$ cat config.mk
export PLATFORM = sky130hd
export DESIGN_NAME = dmh_skid
export DESIGN_NICKNAME = d
export VERILOG_FILES = /design/src/rtl/core/dmh_pkg.sv /design/src/rtl/core/dmh_skid.sv
export SDC_FILE = /design/constraint.sdc
export NUM_CORES = 1
export LEC_CHECK = 0
export ABC_AREA = 1
export BUFFER_PORTS_ARGS = -buffer_cell sky130_fd_sc_hd__buf_2
export CELL_PAD_IN_SITES_DETAIL_PLACEMENT = 1
export CELL_PAD_IN_SITES_GLOBAL_PLACEMENT = 2
export CORE_UTILIZATION = 33
export CTS_CLUSTER_SIZE = 16
export DETAILED_ROUTE_END_ITERATION = 10
export PLACE_DENSITY = 0.79
export SLEW_MARGIN = 0
export SYNTH_ARGS = -nofsm -noshare
export SYNTH_HDL_FRONTEND = slang
export SYNTH_SLANG_ARGS = --single-unit
$ cat constraint.sdc
create_clock -name clk_i -period 4.15 [get_ports clk_i]
set_input_delay 0.83 -clock clk_i [delete_from_list [all_inputs] [get_ports clk_i]]
set_output_delay 0.83 -clock clk_i [all_outputs]
set_load 0.01 [all_outputs]
$ cat src/rtl/core/dmh_pkg.sv
// Shared types and defaults for the dictionary match highlighter.
package dmh_pkg;

  localparam int NumWordsDef   = 16;
  localparam int MaxWordLenDef = 16;

  // Input item kinds
  typedef enum logic [1:0] {
    FuncText     = 2'd0,
    FuncDictByte = 2'd1,
    FuncDictLen  = 2'd2
  } func_e;

  // One released text byte with its tag flags
  typedef struct packed {
    logic [7:0] out_char;
    logic       open_tag;
    logic       close_tag;
    logic       last_out;
  } beat_t;

  // Dictionary load request
  typedef struct packed {
    logic       byte_en;
    logic       len_en;
    logic [3:0] word;
    logic [3:0] pos;
    logic [7:0] data;
  } dict_wr_t;

endpackage

$ cat src/rtl/core/dmh_skid.sv
// Two-entry output buffer: output register plus skid register.
module dmh_skid import dmh_pkg::*; (
  input  logic  clk_i,
  input  logic  rst_ni,
  input  logic  push_valid_i,
  input  beat_t push_beat_i,
  output logic  push_ready_o,
  output logic  out_valid_o,
  output beat_t out_beat_o,
  input  logic  out_stall_i
);

  logic  main_valid_q;
  logic  skid_valid_q;
  beat_t main_q;
  beat_t skid_q;
  logic  pop;

  assign pop          = main_valid_q && !out_stall_i;
  assign push_ready_o = !skid_valid_q;
  assign out_valid_o  = main_valid_q;
  assign out_beat_o   = main_q;

  // Track occupancy
  always_ff @(posedge clk_i or negedge rst_ni) begin
    if (!rst_ni) begin
      main_valid_q <= 1'b0;
      skid_valid_q <= 1'b0;
    end else if (skid_valid_q) begin
      if (pop) begin
        skid_valid_q <= 1'b0;
      end
    end else if (push_valid_i) begin
      if (main_valid_q && !pop) begin
        skid_valid_q <= 1'b1;
      end else begin
        main_valid_q <= 1'b1;
      end
    end else if (pop) begin
      main_valid_q <= 1'b0;
    end
  end

  // Move beats; payload needs no reset
  always_ff @(posedge clk_i) begin
    if (skid_valid_q) begin
      if (pop) begin
        main_q <= skid_q;
      end
    end else if (push_valid_i) begin
      if (main_valid_q && !pop) begin
        skid_q <= push_beat_i;
      end else begin
        main_q <= push_beat_i;
      end
    end
  end

endmodule

==> impl_summary.md, run 1 <==
Clocking
The insertion delay of the later-clocked pin in the worst-skew pair is between 300 and 400 ps. The number of hold buffers added after cts is 0. The number of gates resized after CTS was 0. The buffer count from post-CTS setup fixing is 0. The clock edge transition at the registers on the reported setup and hold paths is about 130 ps. CTS built an H-tree with a depth of 1. TritonCTS built the clock tree. The buffer depth of the longest clock path is 2. CTS saw 24 sinks.

The number of clock buffers added by TritonCTS is 3. The root buffer selected by CTS is clkbuf_4.

Global route
The met3 track demand over resource in global routing is roughly 2.8%. In this run the most used layer during global routing was met2. In the global route stage, met2 resource usage came out at about 22%. The met1 global-route usage is 18.2%. The first global-routing pass estimated roughly 3200 um of wire. Across every metal layer, demand over resource in global routing totals 13.9%. The total overflow left after global routing is 0. The initial antenna violation count is 0. The largest net degree at the start of global routing is 18. The number of global-route vias before repair is ~680.

Placement
In this run the tool buffered the top-level ports with 27 buffer cells. The minimum setup slack after placement is approximately 2000 ps. The weighted congestion reported at the end of routability-driven placement is 0.667.

Detailed placement finished with a half-perimeter wire length of ~1300 um.

Logic synthesis
After synthesis, the cell types taking the most area are edfxtp_1, nand2_1, dfrtp_1. The biggest area contributor in the post-synthesis netlist is edfxtp_1. The primary flip-flop cell chosen by synthesis mapping is edfxtp_1. The number of flops mapped to enable cells by yosys is 22. The register bit total from synthesis is 24. The unique cell type count in the Yosys netlist is 10.

The portion of the post-synthesis area used by sequential elements is 74.3%. The number of nets in the synthesized netlist is 94. Counting flops with an async set or reset pin after synthesis yields a share of around 8.3%.

The cell count after synthesis came out at 79. The share of synthesized area in the top cell type comes to between 60% and 70%. The average instance in the mapped netlist occupies around 12 um^2. Yosys instantiated no cell more often than nand2_1. The post-synthesis instance area is 956 um^2. The commonest cells after synthesis are nand2_1, edfxtp_1, inv_1, nand2_2, nor2_1. For this run, the number of Yosys warnings is 0.

Route
After detailed routing, the average wire length per cell comes to between 10 and 15 um. The DRC violations left is 0. The number of iterations in the first detailed-routing pass is 4. The residual antenna-violating net count after detailed routing is 0. Summing over every cut layer, the via total after detailed routing is roughly 630. The violation count after the first detailed-route iteration is 12. The vias per cell is ~4.5. The total length of routed wires is approximately 1800 um.

Setup path
Counting buffers and inverters, the worst setup path is 2 cells deep. Counting cells, the worst reg-to-reg path comes to 2. Along the worst path, the maximum fanout reaches 17. The critical path data arrival time is 1430 ps.

STA classifies the critical path startpoint as a register. Traced cell by cell, the critical path runs through inv_6 > buf_2. The cell with the largest stage delay on the worst path is dfrtp_1. The largest incremental delay on the critical path is roughly 800 ps. The critical path contains buffers and inverters numbering 2 combined. For the worst setup path, the data required time is approximately 3300 ps. The setup path with the least slack is of type reg2out. On the critical path the largest part of the delay comes from flip-flops.

The reg2reg setup slack is around 2200 ps. The worst setup path is captured at a primary output.

Pwr
Across the VDD grid, the largest voltage drop is approximately 330 uV. The static power due to leakage is just over 0.5 nW. Power spread over the standard cell area amounts to roughly 630 mW/mm^2.

Floorplanning
The core region is ~0.0028 mm^2. The die is between 50 and 60 um wide. The number of placement rows is 19.

The floorplan die height is 55.8 um. The area of the die is a little over 0.003 mm^2. The starting density of the core is between 30% and 40%.

The I/O pin count is 28.

STA
The total setup violations reported at the end of the flow is 0. After layout, the worst path uses between 50% and 60% of the clock period. The count of endpoints failing hold in the final timing report is 0.

The clock period could shrink to about 2300 ps. The max-slew violation count came to 0. Setup slack on the critical path of the routed design comes to around 1900 ps. For the pin with the worst max-slew slack, the measured transition is ~860 ps.

The total negative slack for setup checks is 0 ps. The highest attainable clock frequency is 0.443 GHz. Setup repair after global routing left no endpoint under its margin. The worst slew margin relative to its limit is between 40 and 50%. The setup clock skew after layout is 4.44 ps.

Status
The flow ran to the end, and the final reports show no timing, DRC or antenna violations.

Finish
For this run, the post-layout net count is around 120. The fraction of final layout cells with drive strength greater than 1 is a little under a third. The repair_antennas step left the layout with diodes totalling 0. The growth of design area from synthesis to finish is 17.1%.

Hold path
The type of the worst min-delay path is in2async.

Job
Max-cap violations in this run came to 0.
[layer usage]
layer	vias up	share of wire (%)	wire (um)
met5	-	0	0
met4	0	2.0	37
met3	4	4.3	80
met2	18	49	901
met1	295	45	829
li1	309	-	-
[layout by cell type (no fill, tap or decap)]
cell type / n
inv_1: 5
nand3_1: 1
clkbuf_4: 3
nor2_1: 3
inv_6: 1
nand2_1: 39
dfrtp_1: 2
nand2_2: 3
buf_2: 27
clkinv_1: 1
edfxtp_1: 22
[state kept, by name, summed over array words and instances, names as in the netlist]
| name | cells |
|---|---|
| out_beat_o | 11 |
| out_valid_o | 1 |
| skid_q | 11 |
| skid_valid_q | 1 |
[worst register-to-register path: stages, from the launching register on]
cell and delay (ps):
dfrtp_1 790, nor2_1 110, nor2_1 690
[cells by family after synthesis]
family        count (synthesis)  synth area share (%)
simple gates                 46                  19.0
buf+inv                       9                  6.68
flops                        24                  74.3
[power breakdown]
group | internal (W) | leakage (nW) | total, W | switching (W)
Combinational | 0.0000702 | 0.273 | 0.000199 | 0.000129
Clock | 0.0000351 | 0.0154 | 0.000104 | 0.0000690
Sequential | 0.000356 | 0.231 | 0.000401 | 0.0000449
[worst paths after layout]
| kind | from | to |
|---|---|---|
| min in group clk_i | skid_q[2] | out_beat_o[2] |
| max | skid_valid_q | push_ready_o |
| min | rst_ni | skid_valid_q |
| max in group asynchronous | rst_ni | out_valid_o |
| min reg2reg | skid_q[2] | out_beat_o[2] |
| max reg2reg | skid_valid_q | out_beat_o[2] |
[layout make-up]
class	instances	area, um^2
tap	31	38.8
clock inverter	1	3.75
clock buffer	3	22.5
timing repair buffer	27	135
fill	319	1640
multi-input combinational	46	181
sequential	24	711
inverter	6	27.5
[stage by stage]
| stage | cells | area (um^2) | util (%) | hold WS [ps] | total power, W |
|---|---|---|---|---|---|
| after floorplan | 79 | 956 | - | 490 | 0.000543 |
| after global placement | 134 | 1090 | 39.7 | 501 | 0.000606 |
| after detailed placement | 134 | 1090 | 39.7 | 516 | 0.000617 |
| after CTS | 138 | 1120 | 40.6 | 263 | 0.000720 |
| after global routing | 138 | 1120 | 40.6 | 243 | 0.000761 |
| final | 138 | 1120 | 40.6 | 275 | 0.000705 |
Power figures use the tool's default switching activity.
==> run 2, diff against run 1 <==
--- a/config.mk
+++ b/config.mk
@@ -9,10 +9,10 @@
 export BUFFER_PORTS_ARGS = -buffer_cell sky130_fd_sc_hd__buf_2
 export CELL_PAD_IN_SITES_DETAIL_PLACEMENT = 1
 export CELL_PAD_IN_SITES_GLOBAL_PLACEMENT = 2
-export CORE_UTILIZATION = 33
+export CORE_UTILIZATION = 31
 export CTS_CLUSTER_SIZE = 16
 export DETAILED_ROUTE_END_ITERATION = 10
-export PLACE_DENSITY = 0.79
+export PLACE_DENSITY = 0.75
 export SLEW_MARGIN = 0
 export SYNTH_ARGS = -nofsm -noshare
 export SYNTH_HDL_FRONTEND = slang
==> constraint.sdc (replaced) <==
create_clock -name clk_i -period 2.1 [get_ports clk_i]
set_input_delay 0.42 -clock clk_i [delete_from_list [all_inputs] [get_ports clk_i]]
set_output_delay 0.42 -clock clk_i [all_outputs]
set_load 0.01 [all_outputs]
==> run 2 against run 1 <==
Effect of this change:
- the flow now finishes with violations (DRC)
- utilization shrank 0.40 points
- hold slack better by 20 ps
- total power rose by 98%
- sequential power up 95%
- largest cell class unchanged
- clock skew grew 2.3 ps
- clock-buffer cell count is the same
- register-to-register slack worse by 1600 ps
- clock power grew 96%
- highest routed layer unchanged
- cell count grew 1.4%
- via count shrank 3.5%
- routed wire length down 5.5%
==> impl_summary.md, run 2 (same netlist as run 1, synthesis figures left out) <==
Pwr
The proportion of power drawn by flip-flops and latches came to 56.1% (-0.8 points). The post-route total power came to 0.00140 W (+98%). The internal power contribution was 0.000922 W (+100%). The clock power share is 14.6% (-0.2 points). The switching share of power is 33.9% (-0.54 points). The static power due to leakage is 0.529 nW (+1.8%).

The combinational fraction of design power was 29.3% (+1.0 points). The power per cell area is 1230 mW/mm^2 (+95%). The switching power of the nets is 0.000474 W (+95%). The worst voltage drop across the vdd grid came to 498 uV (+50%).

Clocking
The buffer count from post-CTS setup fixing is 0 (unchanged). The root buffer selected by CTS is clkbuf_4. The number of hold buffers added after cts is 1 (+1). The count of cells resized by post-cts repair is 0 (unchanged).

The number of levels the H-tree was split into is 1 (unchanged). The TritonCTS clock tree is yes. The insertion delay of the later-clocked pin in the worst-skew pair is 310 ps (about the same). The count of clock tree sinks came to 24 (unchanged). The total CTS buffers is 3 (unchanged). The buffer depth of the longest clock path is 2 (unchanged).

The clock edge transition at the registers on the reported setup and hold paths is 130 ps (about the same).

Route
The violation count after the first detailed-route iteration came to 17 (+5). The DRC violations left is 3 (+3). The residual antenna-violating net count after detailed routing came to 0 (unchanged). The routed length per instance is 12.5 um (-6.8%).

The via count of the routed design was 604 (-3.5%). The number of iterations in the first detailed-routing pass is 7 (+3). The vias per cell is 4.31 (-4.9%). The total length of routed wires is 1750 um (-5.5%).

Setup path
The number of cell instances on the worst register-to-register path came to 3 (+1). The category of the worst setup path capture point is a primary output. The start point of the critical path is skid_valid_q.

The startpoint class of the critical path is a register. The capture point of the worst path is push_ready_o. The critical path data arrival time came to 1390 ps (-40 ps). The reg2reg setup slack is 560 ps (-1640 ps).

The reg-to-reg endpoint is skid_q[6]. The critical path class is reg2out. The critical path data required time came to 1680 ps (-1640 ps). The largest fanout of any net on the critical path came to 17 (unchanged). The worst register-to-register path begins at skid_valid_q.

Finish
In the layout the commonest cells are nand2_1, buf_2, edfxtp_1. The fraction of final layout cells with drive strength greater than 1 is 32.1% (+0.33 points). The final antenna diode count is 0 (unchanged). The multi-input gate area in the final layout is 181 um^2 (unchanged).

The final cell count without fillers is 140 (+1.4%). The cell area after layout came to 0.00114 mm^2 (+1.6%). The final-stage net count was 125 (+1.6%). The most common cell after layout, fill and taps aside is nand2_1. The flip-flop and latch area is 711 um^2 (unchanged). The growth of design area from synthesis to finish is 19.0%.

The number of filler instances in the final layout came to 327 (+2.5%).

Hold path
The worst hold path belongs to the class in2reg.

STA
The total setup violations reported at the end of the flow was 0 (unchanged). The post-route fraction of the period consumed by the critical path is between 80% and 90%. The setup clock skew after layout was 6.79 ps (+2.35 ps). The clock period minus final worst setup slack is around 1800 ps. The max-slew violation count is 0 (unchanged). Based on the critical path, the design can be clocked at up to around 0.55 GHz.

The count of endpoints failing hold in the final timing report came to 0 (unchanged). The slew at the pin closest to its max-slew limit is 626 ps (-234 ps). The total negative slack for setup checks is 0 ps (unchanged). The worst slew margin relative to its limit came to 58.3% (+16 points). Setup repair after global routing left no endpoint under its margin. The final worst slack came to 293 ps (-1600 ps).

Placement
The total half-perimeter wirelength after legalization and detailed placement is 1310 um (-1.7%). The number of I/O port buffers is 27 (unchanged). The placed standard-cell area is 0.00110 mm^2 (+0.69%). The weighted congestion reported at the end of routability-driven placement is 0.703 (+5.3%).

The number of placed instances with taps included is 135 (+0.75%). The minimum setup slack after placement is 552 ps (-1400 ps).

Floorplanning
The number of placement rows is 19 (unchanged). The placeable core region is 0.00283 mm^2 (+2.6%). The floorplan die height is 57.5 um (+3.1%). The area of the die is 0.00331 mm^2 (+6.2%).

The starting density of the core was 33.8% (-0.87 points). The horizontal die dimension came to 57.5 um (+3.1%). The I/O pin count is 28 (unchanged).

Global route
The initial antenna violation count is 0 (unchanged). The total congestion overflow is 0 (unchanged). The largest net degree at the start of global routing is 18 (unchanged). The met3 track demand over resource in global routing is 2.49% (-0.30 points). The number of global-route vias before repair is 620 (-9.0%). The first-pass GRT wire length was 2910 um (-9.7%). The overall global routing resource usage is 12.3% (-1.7 points).

The met1 global-route usage was 15.9% (-2.3 points). The met2 layer usage reported by global route came to 18.9% (-3.1 points). The most crowded layer after global routing is met2.

Job
The count of max-cap constraint violations is 0 (unchanged).

Status
The flow ran to the end, but the final reports show violations. The final reports fail on DRC.
[run 2: cell types whose count changed in the layout (fill, tap and decap cells not counted), sizes merged]
cell	before	now
buf	27	28
dlygate4sd3	0	1
[run 2: stage by stage]
stage / utilization (%) / hold WS, ps
final: 40.2 / 295
after global routing: 40.2 / 276
after CTS: 40.2 / 282
after detailed placement: 38.9 / 209
after global placement: 38.9 / 207
after floorplan: - / 124
[run 2: worst min path at each step]
stage               cells past startpoint      startpoint          end
floorplan                               0          rst_ni  out_valid_o
global placement                        1          rst_ni  out_valid_o
detailed placement                      1          rst_ni  out_valid_o
CTS                                     1  push_beat_i[3]    skid_q[3]
global route                            1  push_beat_i[3]    skid_q[3]
finish                                  1  push_beat_i[8]    skid_q[8]
[run 2: area by class of cell]
cell class / count / area share [%]
inverters: 6 / 2.42
multi-input cells: 46 / 16.0
clock inverters: 1 / 0.330
flip-flops and latches: 24 / 62.5
clock buffers: 3 / 1.98
repair buffers: 29 / 13.4
well taps: 31 / 3.41
[run 2: layer usage]
layer	up-vias	wire length [um]
met4	0	44
met2	18	839
li1	312	-
met1	270	777
met3	4	86
met5	-	0
[run 2: critical path: stages (launching register included)]
cell	delay, ps
dfrtp_1	760
inv_6	130
buf_2	180
[run 2: power groups by stage]
stage | registers [W] | clock network [W] | logic [W]
after CTS | 0.000787 | 0.000214 | 0.000418
after floorplan | 0.000812 | 0 | 0.000261
after detailed placement | 0.000798 | 0 | 0.000416
after global placement | 0.000788 | 0 | 0.000405
final | 0.000783 | 0.000204 | 0.000409
after global routing | 0.000806 | 0.000228 | 0.000463
==> run 3, diff against run 2 <==
--- a/config.mk
+++ b/config.mk
@@ -8,11 +8,12 @@
 export ABC_AREA = 1
 export BUFFER_PORTS_ARGS = -buffer_cell sky130_fd_sc_hd__buf_2
 export CELL_PAD_IN_SITES_DETAIL_PLACEMENT = 1
-export CELL_PAD_IN_SITES_GLOBAL_PLACEMENT = 2
-export CORE_UTILIZATION = 31
+export CELL_PAD_IN_SITES_GLOBAL_PLACEMENT = 1
+export CORE_UTILIZATION = 38
 export CTS_CLUSTER_SIZE = 16
 export DETAILED_ROUTE_END_ITERATION = 10
-export PLACE_DENSITY = 0.75
+export GPL_TIMING_DRIVEN = 0
+export PLACE_DENSITY = 0.76
 export SLEW_MARGIN = 0
 export SYNTH_ARGS = -nofsm -noshare
 export SYNTH_HDL_FRONTEND = slang
==> run 3 against run 2 <==
Effect of this change:
- the flow now finishes without violations
- cell count decreased by 0.71%
- global-route usage increased by 1.7 points
- register-to-register slack got worse by 160 ps
- largest cell class unchanged
- hold slack improved by 3.9 ps
- clock skew about the same
- sequential share of layout area decreased by 1.3 points
- critical path depth increased by 2
- routed wire length decreased by 2.1%
- first-iteration DRC count decreased by 71%
- worst setup slack improved by 100 ps
- fmax increased by 6.1%
==> impl_summary.md, run 3 (same netlist as run 1, synthesis figures left out) <==
Status
The flow ran to the end, and the final reports show no timing, DRC or antenna violations.

Setup path
Walking the worst path, the cells encountered are buf_6 > nand2_1 > nand2_1 > nor2_1. The worst reg2reg path startpoint is skid_valid_q. The largest incremental delay on the critical path is 700 ps (-60 ps). The critical path class is reg2reg. The reg2reg setup slack was 400 ps (-160 ps).

The worst setup path is launched from a register. The most common cell type on the critical path is nand2_1. In this run the critical register-to-register path is captured at out_beat_o[8].

The cell with the largest stage delay on the worst path is nor2_1. The critical path data required time is 2040 ps (+360 ps). The category of the worst setup path capture point is a register. The number of cell instances on the worst register-to-register path is 4 (+1). The largest fanout of any net on the critical path is 11 (-6). The critical path data arrival time is 1640 ps (+250 ps).

STA
The total setup violations reported at the end of the flow is 0 (unchanged). The total negative slack for setup checks is 0 ps (unchanged). The highest attainable clock frequency is 0.587 GHz (+6.1%).

The count of endpoints failing hold in the final timing report is 0 (unchanged). The final worst slack was 397 ps (+104 ps). The post-route fraction of the period consumed by the critical path is 81.1% (-5.0 points).

Setup repair after global routing left no endpoint under its margin. The slew at the pin closest to its max-slew limit is 932 ps (+306 ps). The setup clock skew after layout is 6.90 ps (+0.113 ps). The clock period minus final worst setup slack is 1700 ps (-104 ps). The max-slew violation count is 0 (unchanged). The worst slew margin relative to its limit is 37.7% (-21 points).

Clocking
The count of clock tree sinks is 24 (unchanged). The buffer depth of the longest clock path came to 2 (unchanged). The total CTS buffers is 3 (unchanged). The root buffer selected by CTS is clkbuf_4. The count of cells resized by post-cts repair was 0 (unchanged). The clock edge transition at the registers on the reported setup and hold paths is 120 ps (about the same).

The insertion delay of the later-clocked pin in the worst-skew pair is 300 ps (about the same). The number of levels the H-tree was split into came to 1 (unchanged). TritonCTS built the clock tree.

The buffer count from post-CTS setup fixing is 0 (unchanged).

Placement
The minimum setup slack after placement is 277 ps (-275 ps). The number of placed instances with taps included was 134 (-0.74%). The placed standard-cell area was 0.00113 mm^2 (+2.3%). The weighted congestion reported at the end of routability-driven placement is 0.686 (-2.4%).

The total half-perimeter wirelength after legalization and detailed placement came to 1250 um (-4.2%). The number of I/O port buffers is 27 (unchanged).

Finish
The final antenna diode count was 0 (unchanged). The most common cell after layout, fill and taps aside is nand2_1. The library cells used most frequently in the layout, excluding fill and tap cells, are nand2_1, buf_2, edfxtp_1. The cell area after layout is 0.00116 mm^2 (+2.2%). The fraction of final layout cells with drive strength greater than 1 was 33.3% (+1.2 points).

The final-stage net count is 127 (+1.6%). The multi-input gate area in the final layout is 181 um^2 (unchanged). The final cell count without fillers is 139 (-0.71%). Relative to the synthesized area, the layout overhead comes to 21.6%. The utilization after layout is 50.6% (+10 points).

The flip-flop and latch area is 711 um^2 (unchanged). The number of filler instances in the final layout is 270 (-17%).

Route
The number of iterations in the first detailed-routing pass came to 4 (-3). The violation count after the first detailed-route iteration is 5 (-12). The via count of the routed design came to 623 (+3.1%). The residual antenna-violating net count after detailed routing was 0 (unchanged). The routed length per instance came to 12.3 um (-1.4%). The vias per cell came to 4.48 (+3.9%). The total length of routed wires was 1710 um (-2.1%).

The DRC violations left is 0 (-3).

Floorplanning
The floorplan die height came to 52.2 um (-9.3%). The horizontal die dimension is 52.2 um (-9.3%). The area of the die came to 0.00272 mm^2 (-18%). The number of placement rows is 17 (-2). The starting density of the core came to 41.6% (+7.8 points). The placeable core region is 0.00230 mm^2 (-19%). The I/O pin count is 28 (unchanged).

Global route
The largest net degree at the start of global routing came to 14 (-4). The initial antenna violation count is 0 (unchanged). The number of global-route vias before repair is 611 (-1.5%). The first-pass GRT wire length is 2720 um (-6.6%). The overall global routing resource usage is 13.9% (+1.7 points).

The total congestion overflow came to 0 (unchanged).

Pwr
The worst voltage drop across the vdd grid came to 677 uV (+36%). The power per cell area is 1230 mW/mm^2 (+0.51%). The static power due to leakage is 0.543 nW (+2.7%).

Job
The count of max-cap constraint violations was 0 (unchanged).

Hold path
The cell depth of the worst hold path came to 1 (unchanged). The type of the worst min-delay path is in2reg. The start point of the worst hold path is push_beat_i[6]. The path with the worst hold slack has its endpoint at skid_q[6].
[run 3: cell types whose count changed in the layout (fill, tap and decap cells not counted)]
cell,delta
buf_6,+2
buf_4,-1
clkbuf_8,+1
[run 3: critical path, delay by kind of cell, from the launching register on]
| family | cells | cell delay [ps] |
|---|---|---|
| simple gates | 3 | 800 |
| flops | 1 | 390 |
| buf+inv | 1 | 140 |
[run 3: layer usage]
metal  part of all wire [%]  track usage (%)  wire, um
met2                     48             22.9       815
met5                      0                0         0
met4                   0.99             6.58        17
met3                    3.4             1.75        59
met1                     48             18.1       820
[run 3: final cells by class]
type / instances / share of cell area, %
inverters: 6 / 2.37
flip-flops and latches: 24 / 61.1
multi-input cells: 46 / 15.6
well taps: 28 / 3.01
plain buffers: 3 / 3.12
clock inverters: 1 / 0.323
repair buffers: 28 / 12.5
clock buffers: 3 / 1.94
[run 3: power breakdown]
| group | total, W | switching [W] | internal (W) |
|---|---|---|---|
| Clock | 0.000194 | 0.000125 | 0.0000692 |
| Combinational | 0.000493 | 0.000305 | 0.000188 |
| Sequential | 0.000746 | 0.0000413 | 0.000705 |
| Total | 0.00143 | 0.000471 | 0.000962 |
[run 3: through the flow]
| stage | hold WS [ps] | total power [W] |
|---|---|---|
| after floorplan | 124 | 0.00107 |
| after global routing | 278 | 0.00154 |
| after global placement | 206 | 0.00124 |
| after detailed placement | 207 | 0.00126 |
| final | 299 | 0.00143 |
| after CTS | 279 | 0.00146 |
[run 3: what timing repair did]
item | in CTS | in global routing
hold endpoints to repair | 2 | 0
hold buffers | 1 | 0
endpoints found under the setup margin | 0 | 0
[run 3: how the worst max path moves through the flow]
stage / start / end / slack [ps] / depth (start not counted)
after floorplan: skid_valid_q / out_beat_o[0] / 640 / 4
after global placement: out_stall_i / out_beat_o[6] / 310 / 4
after detailed placement: out_stall_i / out_beat_o[2] / 280 / 4
after CTS: skid_valid_q / out_beat_o[2] / 340 / 4
after global routing: skid_valid_q / out_beat_o[2] / 200 / 4
final: skid_valid_q / out_beat_o[8] / 400 / 4
